## src/rtl/pnd_pkg.sv

```systemverilog
// Package for the packed name decoder: result kinds, queue entry type,
// queue sizing and the 6-bit character code table.
// No dependencies.
package pnd_pkg;

  // Result kinds as they appear on the result channel
  typedef enum logic [1:0] {
    KIND_PREFIX = 2'd0,
    KIND_CHAR   = 2'd1,
    KIND_END    = 2'd2
  } kind_t;

  // One result item
  typedef struct packed {
    kind_t      kind;
    logic [7:0] value;
  } res_t;

  // Results caused by one input byte (one or two)
  typedef struct packed {
    logic two;
    res_t r0;
    res_t r1;
  } entry_t;

  // Queue between front and back
  localparam int QDepth = 2;
  localparam int QPtrW  = (QDepth > 1) ? $clog2(QDepth) : 1;

  // Packed name header and code constants
  localparam logic [5:0] HdrThresh = 6'h38;
  localparam logic [5:0] CodeEnd   = 6'h00;

  // Character set lookup for codes 1..63; 48 and up (and 0) give underscore
  function automatic logic [7:0] map_code(input logic [5:0] code);
    logic [7:0] ch;
    ch = 8'h5F;
    priority if (code == 6'd1)  ch = 8'h20;
    else if (code == 6'd2)      ch = 8'h23;
    else if (code == 6'd3)      ch = 8'h24;
    else if (code == 6'd4)      ch = 8'h28;
    else if (code == 6'd5)      ch = 8'h29;
    else if (code == 6'd6)      ch = 8'h2D;
    else if (code == 6'd7)      ch = 8'h2E;
    else if (code == 6'd8)      ch = 8'h2F;
    else if (code == 6'd9)      ch = 8'h3F;
    else if (code >= 6'd10 && code <= 6'd19) ch = 8'h30 + {2'b00, code - 6'd10};
    else if (code == 6'd20)     ch = 8'h5F;
    else if (code >= 6'd21 && code <= 6'd46) ch = 8'h61 + {2'b00, code - 6'd21};
    else if (code == 6'd47)     ch = 8'h7E;
    else                        ch = 8'h5F;
    return ch;
  endfunction

endpackage

```

## src/rtl/pnd_front.sv

```systemverilog
// Front part of the packed name decoder: accepts bytes, tracks name state
// and splits each byte into one or two results for the queue.
// Depends on pnd_pkg.
module pnd_front (
  input  logic            clk,
  input  logic            rst_n,
  input  logic            in_valid,
  input  logic [7:0]      in_data_byte,
  input  logic            in_name_start,
  input  logic            q_full,
  output logic            in_stall,
  output logic            push,
  output pnd_pkg::entry_t push_entry
);
  import pnd_pkg::*;

  logic       active_r, active_nxt;
  logic       hdr_pend_r, hdr_pend_nxt;
  logic [4:0] hdr_low_r, hdr_low_nxt;
  logic [3:0] carry_bits_r, carry_bits_nxt;
  logic [2:0] carry_cnt_r, carry_cnt_nxt;

  logic        accept;
  logic        produce;
  logic [2:0]  cnt;
  logic [11:0] acc;
  logic [3:0]  total;
  logic [3:0]  rem;
  logic [5:0]  code0;
  logic [5:0]  code1;

  assign in_stall = q_full;
  assign accept   = in_valid && !q_full;
  assign push     = accept && produce;

  // Classify the byte and work out the next name state
  always_comb begin
    active_nxt     = active_r;
    hdr_pend_nxt   = hdr_pend_r;
    hdr_low_nxt    = hdr_low_r;
    carry_bits_nxt = carry_bits_r;
    carry_cnt_nxt  = carry_cnt_r;
    produce        = 1'b0;
    push_entry     = '0;
    push_entry.r0.kind = KIND_PREFIX;
    push_entry.r1.kind = KIND_PREFIX;

    cnt   = (carry_cnt_r > 3'd4) ? 3'd4 : carry_cnt_r;
    acc   = {8'h00, carry_bits_r} | ({4'h0, in_data_byte} << cnt);
    total = {1'b0, cnt} + 4'd8;
    rem   = total - 4'd6;
    code0 = acc[5:0];
    code1 = acc[11:6];

    if (in_name_start) begin
      active_nxt     = 1'b1;
      hdr_pend_nxt   = 1'b0;
      carry_bits_nxt = '0;
      carry_cnt_nxt  = '0;
      if (in_data_byte[5:0] >= HdrThresh) begin
        // header byte: low prefix bits now, result with the next byte
        hdr_pend_nxt = 1'b1;
        hdr_low_nxt  = {in_data_byte[7:6], in_data_byte[2:0]};
      end else begin
        produce            = 1'b1;
        push_entry.two     = 1'b1;
        push_entry.r0.kind = KIND_PREFIX;
        push_entry.r0.value = 8'h00;
        if (in_data_byte[5:0] == CodeEnd) begin
          push_entry.r1.kind  = KIND_END;
          push_entry.r1.value = 8'h00;
          active_nxt          = 1'b0;
        end else begin
          push_entry.r1.kind  = KIND_CHAR;
          push_entry.r1.value = map_code(in_data_byte[5:0]);
          carry_bits_nxt      = {2'b00, in_data_byte[7:6]};
          carry_cnt_nxt       = 3'd2;
        end
      end
    end else if (!active_r) begin
      // outside a name: ignored
      produce = 1'b0;
    end else if (hdr_pend_r) begin
      // second header byte completes the prefix length
      produce             = 1'b1;
      hdr_pend_nxt        = 1'b0;
      push_entry.r0.kind  = KIND_PREFIX;
      push_entry.r0.value = {in_data_byte[2:0], hdr_low_r};
      carry_bits_nxt      = in_data_byte[7:4];
      carry_cnt_nxt       = 3'd4;
    end else begin
      // code stream: one or two 6-bit codes
      produce = 1'b1;
      if (code0 == CodeEnd) begin
        push_entry.r0.kind  = KIND_END;
        push_entry.r0.value = 8'h00;
        active_nxt          = 1'b0;
        carry_bits_nxt      = '0;
        carry_cnt_nxt       = '0;
      end else begin
        push_entry.r0.kind  = KIND_CHAR;
        push_entry.r0.value = map_code(code0);
        if (total >= 4'd12) begin
          push_entry.two = 1'b1;
          carry_bits_nxt = '0;
          carry_cnt_nxt  = '0;
          if (code1 == CodeEnd) begin
            push_entry.r1.kind  = KIND_END;
            push_entry.r1.value = 8'h00;
            active_nxt          = 1'b0;
          end else begin
            push_entry.r1.kind  = KIND_CHAR;
            push_entry.r1.value = map_code(code1);
          end
        end else begin
          carry_bits_nxt = acc[9:6];
          carry_cnt_nxt  = rem[2:0];
        end
      end
    end
  end

  // Name state registers, updated per accepted transaction
  always_ff @(posedge clk) begin
    if (!rst_n) begin
      active_r     <= 1'b0;
      hdr_pend_r   <= 1'b0;
      hdr_low_r    <= '0;
      carry_bits_r <= '0;
      carry_cnt_r  <= '0;
    end else if (accept) begin
      active_r     <= active_nxt;
      hdr_pend_r   <= hdr_pend_nxt;
      hdr_low_r    <= hdr_low_nxt;
      carry_bits_r <= carry_bits_nxt;
      carry_cnt_r  <= carry_cnt_nxt;
    end
  end

endmodule

```

## src/rtl/pnd_queue.sv

```systemverilog
// Short queue of result groups between front and back.
// Depends on pnd_pkg.
module pnd_queue (
  input  logic            clk,
  input  logic            rst_n,
  input  logic            push,
  input  pnd_pkg::entry_t push_entry,
  input  logic            pop,
  output logic            full,
  output logic            empty,
  output pnd_pkg::entry_t head
);
  import pnd_pkg::*;

  entry_t           mem_r [QDepth];
  logic [QPtrW-1:0] wr_ptr_r;
  logic [QPtrW-1:0] rd_ptr_r;
  logic [QPtrW:0]   count_r;

  assign full  = (count_r == (QPtrW+1)'(QDepth));
  assign empty = (count_r == '0);
  assign head  = mem_r[rd_ptr_r];

  // Storage
  always_ff @(posedge clk) begin
    if (push) begin
      mem_r[wr_ptr_r] <= push_entry;
    end
  end

  // Pointers and fill count
  always_ff @(posedge clk) begin
    if (!rst_n) begin
      wr_ptr_r <= '0;
      rd_ptr_r <= '0;
      count_r  <= '0;
    end else begin
      if (push) begin
        wr_ptr_r <= (wr_ptr_r == QPtrW'(QDepth - 1)) ? '0 : wr_ptr_r + 1'b1;
      end
      if (pop) begin
        rd_ptr_r <= (rd_ptr_r == QPtrW'(QDepth - 1)) ? '0 : rd_ptr_r + 1'b1;
      end
      if (push && !pop) begin
        count_r <= count_r + 1'b1;
      end else if (pop && !push) begin
        count_r <= count_r - 1'b1;
      end
    end
  end

endmodule

```

## src/rtl/pnd_back.sv

```systemverilog
// Back part of the packed name decoder: walks each queued group one result
// per cycle into the output register unless out_stall holds it. Depends on pnd_pkg.
module pnd_back (
  input  logic            clk,
  input  logic            rst_n,
  input  logic            q_empty,
  input  pnd_pkg::entry_t head,
  output logic            pop,
  input  logic            out_stall,
  output logic            out_valid,
  output logic [1:0]      out_kind,
  output logic [7:0]      out_value,
  output logic            out_last
);
  import pnd_pkg::*;

  logic       idx_r;
  logic       out_valid_r;
  kind_t      kind_r;
  logic [7:0] value_r;
  logic       last_r;

  logic load;
  logic fin;
  res_t sel;

  assign load = !q_empty && (!out_valid_r || !out_stall);
  assign sel  = idx_r ? head.r1 : head.r0;
  assign fin  = idx_r || !head.two;
  assign pop  = load && fin;

  // Result index within the group and output valid
  always_ff @(posedge clk) begin
    if (!rst_n) begin
      idx_r       <= 1'b0;
      out_valid_r <= 1'b0;
    end else begin
      if (load) begin
        idx_r <= !fin;
      end
      if (load) begin
        out_valid_r <= 1'b1;
      end else if (!out_stall) begin
        out_valid_r <= 1'b0;
      end
    end
  end

  // Output payload, held while stalled
  always_ff @(posedge clk) begin
    if (load) begin
      kind_r  <= sel.kind;
      value_r <= sel.value;
      last_r  <= fin;
    end
  end

  assign out_valid = out_valid_r;
  assign out_kind  = kind_r;
  assign out_value = value_r;
  assign out_last  = last_r;

endmodule

```

## src/rtl/packed_name_decoder_unit.sv

```systemverilog
// Top level of the packed name decoder: front, queue and back.
// Depends on pnd_pkg, pnd_front, pnd_queue, pnd_back.
//
// Usage:
//   Input channel (in_valid/in_stall) carries one heap byte per transaction
//   with in_name_start set on the first byte of each name. Result channel
//   (out_valid/out_stall) carries kind/value/last; last marks the final
//   result produced by one input byte.
//   A name yields a keep-prefix result (0 if no header), then characters,
//   then an end result. A header byte itself yields nothing.
// Path: an accepted byte's results go into the queue, then the output register.
// Throughput: one byte per cycle while each byte yields one result and out_stall
//   is low; a byte yielding two results passes them one after the other through
//   the single output register, so such bytes can fill the queue and raise in_stall.
// Reset: synchronous active-low rst_n clears name state, the queue and the
//   output valid; the block is outside any name afterwards.
// Stall: out_stall holds the output register; the two-entry queue absorbs
//   bytes until full, then in_stall is raised.
module packed_name_decoder_unit (
  input  logic       clk,
  input  logic       rst_n,
  input  logic       in_valid,
  output logic       in_stall,
  input  logic [7:0] in_data_byte,
  input  logic       in_name_start,
  output logic       out_valid,
  input  logic       out_stall,
  output logic [1:0] out_kind,
  output logic [7:0] out_value,
  output logic       out_last
);
  import pnd_pkg::*;

  logic   push;
  entry_t push_entry;
  logic   pop;
  logic   q_full;
  logic   q_empty;
  entry_t head;

  // Byte intake and classification
  pnd_front u_front (
    .clk           (clk),
    .rst_n         (rst_n),
    .in_valid      (in_valid),
    .in_data_byte  (in_data_byte),
    .in_name_start (in_name_start),
    .q_full        (q_full),
    .in_stall      (in_stall),
    .push          (push),
    .push_entry    (push_entry)
  );

  // Decoupling queue
  pnd_queue u_queue (
    .clk        (clk),
    .rst_n      (rst_n),
    .push       (push),
    .push_entry (push_entry),
    .pop        (pop),
    .full       (q_full),
    .empty      (q_empty),
    .head       (head)
  );

  // Result sequencing and output register
  pnd_back u_back (
    .clk       (clk),
    .rst_n     (rst_n),
    .q_empty   (q_empty),
    .head      (head),
    .pop       (pop),
    .out_stall (out_stall),
    .out_valid (out_valid),
    .out_kind  (out_kind),
    .out_value (out_value),
    .out_last  (out_last)
  );

endmodule
```

## config.mk

```make
export PLATFORM = sky130hd
export DESIGN_NAME = packed_name_decoder_unit
export DESIGN_NICKNAME = d
export VERILOG_FILES = /design/src/rtl/pnd_pkg.sv /design/src/rtl/pnd_front.sv /design/src/rtl/pnd_queue.sv /design/src/rtl/pnd_back.sv /design/src/rtl/packed_name_decoder_unit.sv
export SDC_FILE = /design/constraint.sdc
export NUM_CORES = 1
export LEC_CHECK = 0
export ABC_AREA = 1
export BUFFER_PORTS_ARGS = -buffer_cell sky130_fd_sc_hd__buf_2
export CORE_MARGIN = 5
export CORE_UTILIZATION = 47
export DETAILED_ROUTE_END_ITERATION = 8
export PLACE_DENSITY = 0.71
export SLEW_MARGIN = 20
export SYNTH_ARGS = -nofsm -noshare
export SYNTH_HDL_FRONTEND = slang
export SYNTH_SLANG_ARGS = --single-unit
```

## constraint.sdc

```tcl
create_clock -name clk -period 3.5 [get_ports clk]
set_clock_uncertainty 0.1 [all_clocks]
set_input_delay 0.525 -clock clk [delete_from_list [all_inputs] [get_ports clk]]
set_output_delay 0.525 -clock clk [all_outputs]
set_load 0.005 [all_outputs]
```

Word-level counts from Yosys, hierarchy flattened
Memory sizes are Yosys's and may differ from the RTL's. A register that Yosys moved wholly into a read port is not among the register bits.
Index checks and enable logic that the tools add are counted.
W data, S select, Z words.
{"block": "classes", "n_addsub": 18, "order_cmp": 15, "eq_ne": 35, "shifts": 1, "muxes": 92, "bitwise": 1, "n_reduce_logical": 30}
{"cell": "$mux W8", "count": 36}
{"cell": "$mux W10", "count": 8}
{"cell": "$eq A6 B3 Y1 const B", "count": 12}
{"cell": "$mux W21", "count": 3}
{"cell": "$eq A6 B2 Y1 const B", "count": 6}
{"cell": "$eq A6 B4 Y1 const B", "count": 6}
{"cell": "$mux W1", "count": 25}
{"cell": "$add A7 B6 Y8 const A", "count": 3}
{"cell": "$mux W4", "count": 6}
{"cell": "$add A6 B6 Y7 const A", "count": 3}
{"cell": "$mux W3", "count": 7}
{"cell": "$eq A6 B1 Y1 const B", "count": 3}
{"cell": "$eq A6 B5 Y1 const B", "count": 3}
{"cell": "$eq A6 B6 Y1 const B", "count": 3}
{"cell": "$ge A6 B4 Y1 const B", "count": 3}
{"cell": "$ge A6 B5 Y1 const B", "count": 3}
{"cell": "$le A6 B5 Y1 const B", "count": 3}
{"cell": "$le A6 B6 Y1 const B", "count": 3}
{"cell": "$logic_not A6 Y1", "count": 3}
{"cell": "$mux W6", "count": 3}
{"cell": "$sub A6 B4 Y6 const B", "count": 3}
{"cell": "$sub A6 B5 Y6 const B", "count": 3}
{"cell": "$logic_and A1 B1 Y1", "count": 12}
{"cell": "$or A4 B12 Y12", "count": 1}
{"cell": "other kinds (18)", "count": 31}
{"block": "word_totals", "reg_bits": 31, "mem_bits_rw": 42, "out_inout_bits": 13, "elab_cells": 206, "mem_count": 1}
{"name": "u_queue.mem_r", "depth": 2, "word_bits": 21, "read_ports": 1, "rd_ports_with_merged_regs": 1, "write_ports": 1, "line_no": "pnd_queue.sv:15", "text": "entry_t mem_r [QDepth];"}

Logic depth before layout (Yosys ltp)
{"block": "depth", "depth_word": 24, "depth_mapped": 25, "depth_no_buf": 23}

By module
Synthesis repeated with hierarchy kept, for this count alone.
{"block": "hier_totals", "hier_cells": 780, "hier_area_um2": 5806.8}
{"module": "pnd_front", "instances": 1, "cells_each": 622, "area_each_um2": 3429.5, "seq_area_each_um2": 280.3}
{"module": "pnd_queue", "instances": 1, "cells_each": 100, "area_each_um2": 1823.0, "seq_area_each_um2": 1361.3}
{"module": "pnd_back", "instances": 1, "cells_each": 58, "area_each_um2": 554.3, "seq_area_each_um2": 370.4}

Worst setup path before layout
OpenSTA, ideal clock, no wires.
{"block": "synth_timing", "path_kind": "input -> register", "start": "in in_data_byte[5]", "end": "mem u_queue.mem_r[0][5] in the netlist's numbering (data pin)", "arrival_time_ns": 2.553, "setup_slack_ns": 0.591, "path_stages": 17, "cell_sequence": "clkbuf_1 -> nand2_2 -> nand3_2 -> nand3_1 -> nand2_2 -> inv_1 -> ha_1 -> inv_1 -> nand4_1 -> nand2_1 -> xor2_2 -> nand3_1 -> xor2_1 -> o21ai_1 -> nand2_1 -> nand2_1 -> nand2_1"}
{"element": "from (decl)", "line_no": "packed_name_decoder_unit.sv:24", "text": "input logic [7:0] in_data_byte,"}
{"element": "to (decl)", "line_no": "pnd_queue.sv:15"}

==> metrics.txt <==
status complete, no violations; CP required 3.49 ns; Pwr Total 3360 uW; RD Place Congestion 0.993; Starting Density 48.5%; Setup crit end kind flop; Setup violations, final 0; layout cell share with drive strength beyond 1 17.1%; fin area 6470 sq um; worst setup path endpoint u_queue.mem_r[0][2]$_DFFE_PP_; dpl cells 952; RSZ-0062 raised after global routing false; critical path class reg2reg; max-slew violation count 0; die height 122 um; multiplexer area fraction after synthesis 0%; Clock Sinks 74; Worst EP arrival 3.14 ns; Synth Area in Compound Gates 14.7%; setup TNS 0 ns; total I/O pin count 26; DR vias/cell 5.52; WL final 14900 um; f_max 317 MHz; Final #Nets 841; initial antenna violation count 0; clk root buf clkbuf_16; # hold bufs at CTS 0; CP peak stage delay 0.32 ns; Relative slew margins 60.4%; register area share after synthesis 34.3%; Skew-Pair Late Insertion Delay 0.33 ns; Die Wd 122 um; die footprint 14800 sq um; Global Route Usage Sum 20.6%; Clk pin slew, worst setup/hold paths 0.06 ns; xor/xnor cell area share of the yosys netlist 3.84%; CP Launch Type flop; Fillers 1169; GRT overflow 0; crit path time final 3.15 ns; leading area contributor after synthesis edfxtp_1; DP HPWL 11700 um; first-pass GRT wire length 24500 um; synthesized-area fraction occupied by and/or/nand/nor cells 32.7%; vias in the first global route 5001; Post CTS Setup Buffer Count 0; crit-path cells inv_2 > nand2_4 > inv_6 > nand3_2 > nand3_1 > nand2_2 > inv_1 > ha_1 > inv_1 > nor3_2 > nor2_1 > nor2_2 > nand3_2 > o21ai_0 > nand3_1 > nand3_1 > o31ai_1 > buf_4; Crit Reg-Reg Endpoint u_queue.mem_r[0][2]$_DFFE_PP_; Multi-input gate area 3420 sq um; sequential cell area 2010 sq um; Syn Area/Cell 7.70 sq um; EDFF count, synth 53; Port Buffer Count 25; period utilization 90.1%; max-capacitance violation count 0; CTS tree done; P&R area growth vs syn 10.2%; DRC 0; CORE AREA 12100 sq um; Routed WL per cell 15.4 um; Clock Path Buffers 2; top cells by area, synth edfxtp_1 27%, nand2_1 10%, dfxtp_1 7.2%; Static Leak 0.00289 uW; mapped cell area 5870 sq um; R2R depth 18; Top cell by count, worst path nand3_1; post-CTS resize count 0; FFs w/ async S/R, synth 0%; main combinational cell family by area after synthesis simple AND/OR/NAND/NOR gates; CTS Buf Count 9; IR drop worst, VDD 0.247 mV; final antenna diode count 0; Detailed Route Iter0 Violations 604; pin count of the biggest net entering global routing 23; Synth top area share 27.1%; flops & latches, synth 74; PwrDens 520 nW/um^2; CP Max Fanout 11; TritonRoute pass-1 iters 5; flop-to-flop setup slack 0.35 ns; crit path launch u_front.carry_cnt_r[2]$_SDFFE_PN0P_; Mapped Nets 809; number of distinct library cells after synthesis 53; ys flop type edfxtp_1; synth warn 0; Crit-path slowest cell dfxtp_1; worst reg2reg path startpoint u_front.carry_cnt_r[2]$_SDFFE_PN0P_; Post-Synth Adder-Cell Area 7.03%; DP Area 6200 sq um; HP Start out_stall; Hold Vio Cnt, Final 0; Non-Filler Instances 968; worst-margin pin slew 0.594 ns; hold crit path type in2reg; Post-Syn Instances 763; # H-tree levels 3; row count 40; DRT antenna net count 0; vias 5345
==> logic make-up after synthesis <==
group,Yosys count
adders and majority gates,33
AOI/OAI and AO/OA,144
xor gates and xnor gates,24
buffers and inverters,109
and+or+nand+nor,379
DFF,74
==> cell usage in the layout, fill, tap and decap left out, types with 12 or more instances in the layout <==
cell	instances
dfxtp_1	21
inv_1	85
o22ai_1	17
nand2_2	17
o21ai_1	12
o21ai_0	57
nor2_1	78
xor2_1	20
nand2_1	160
nand3_1	51
buf_2	25
nor3_1	14
ha_1	33
a21oi_1	31
edfxtp_1	53
==> critical path, delay by kind of cell (launching register included) <==
kind / cells / cell delay, ns
buffers and inverters: 5 / 0.78
and+or+nand+nor: 10 / 1.24
DFF: 1 / 0.32
adders and majority gates: 1 / 0.19
AOI/OAI and AO/OA: 2 / 0.29
==> per-stage QoR <==
step / hold WS (ns) / util (%) / setup slack [ns]
after floorplan: 0.345 / - / 0.591
after global placement: 0.357 / 51.2 / 0.223
after detailed placement: 0.362 / 51.2 / 0.196
after CTS: 0.352 / 53.5 / 0.401
after global routing: 0.385 / 53.5 / 0.126
final: 0.357 / 53.5 / 0.348
==> worst min-delay path by stage <==
stage	slack (ns)	cells after the start	end
after CTS	0.35	3	u_back.out_valid$_SDFFE_PN0P_
after global placement	0.36	2	u_queue.rd_ptr_r$_SDFFE_PN0P_
after global routing	0.38	3	u_back.out_valid$_SDFFE_PN0P_
after detailed placement	0.36	2	u_front.active_r$_SDFFE_PN0P_
final	0.36	3	u_back.out_valid$_SDFFE_PN0P_
after floorplan	0.35	2	u_front.active_r$_SDFFE_PN0P_
==> flip-flops by register name, summed over array words and instances, names as in the netlist, named ones only <==
register              count
u_back.out_last           1
u_queue.rd_ptr_r          1
u_front.active_r          1
u_back.idx_r              1
u_front.carry_cnt_r       3
u_front.hdr_low_r         5
u_front.carry_bits_r      4
u_queue.count_r           2
u_front.hdr_pend_r        1
u_queue.wr_ptr_r          1
u_back.out_value          8
u_queue.mem_r            42
u_back.out_valid          1
u_back.out_kind           2
==> metal layers <==
metal	wire length (um)	track usage (%)	vias to the layer above
li1	-	-	2620
met1	6730	28.0	2483
met2	7110	34.2	215
met3	859	3.16	27
met4	251	5.39	0
met5	0	0	-
==> synthesized netlist by cell type (all sizes together), types with 3 or more instances <==
cell    number
nor2        92
dfxtp       21
buf          5
edfxtp      53
nand3       69
nand2      184
a21oi       33
or2          4
xor2        22
o211ai       5
clkbuf       8
o21ai       77
inv         95
nand4        7
nor4         3
a31oi        4
ha          33
o22ai       17
nor3        16
==> report_power, final <==
group          switching, uW  internal (uW)  total (uW)
registers               60.8           1150        1210
logic                    878            443        1320
clock network            354            480         834
==> area by class of cell <==
type,instances,share of cell area (%)
repair buffers,34,2.98
flip-flops and latches,74,31.1
clock buffers,10,3.54
inverters,96,5.64
multi-input cells,580,52.8
clock inverters,6,0.676
well taps,168,3.25
Power figures use the tool's default switching activity.
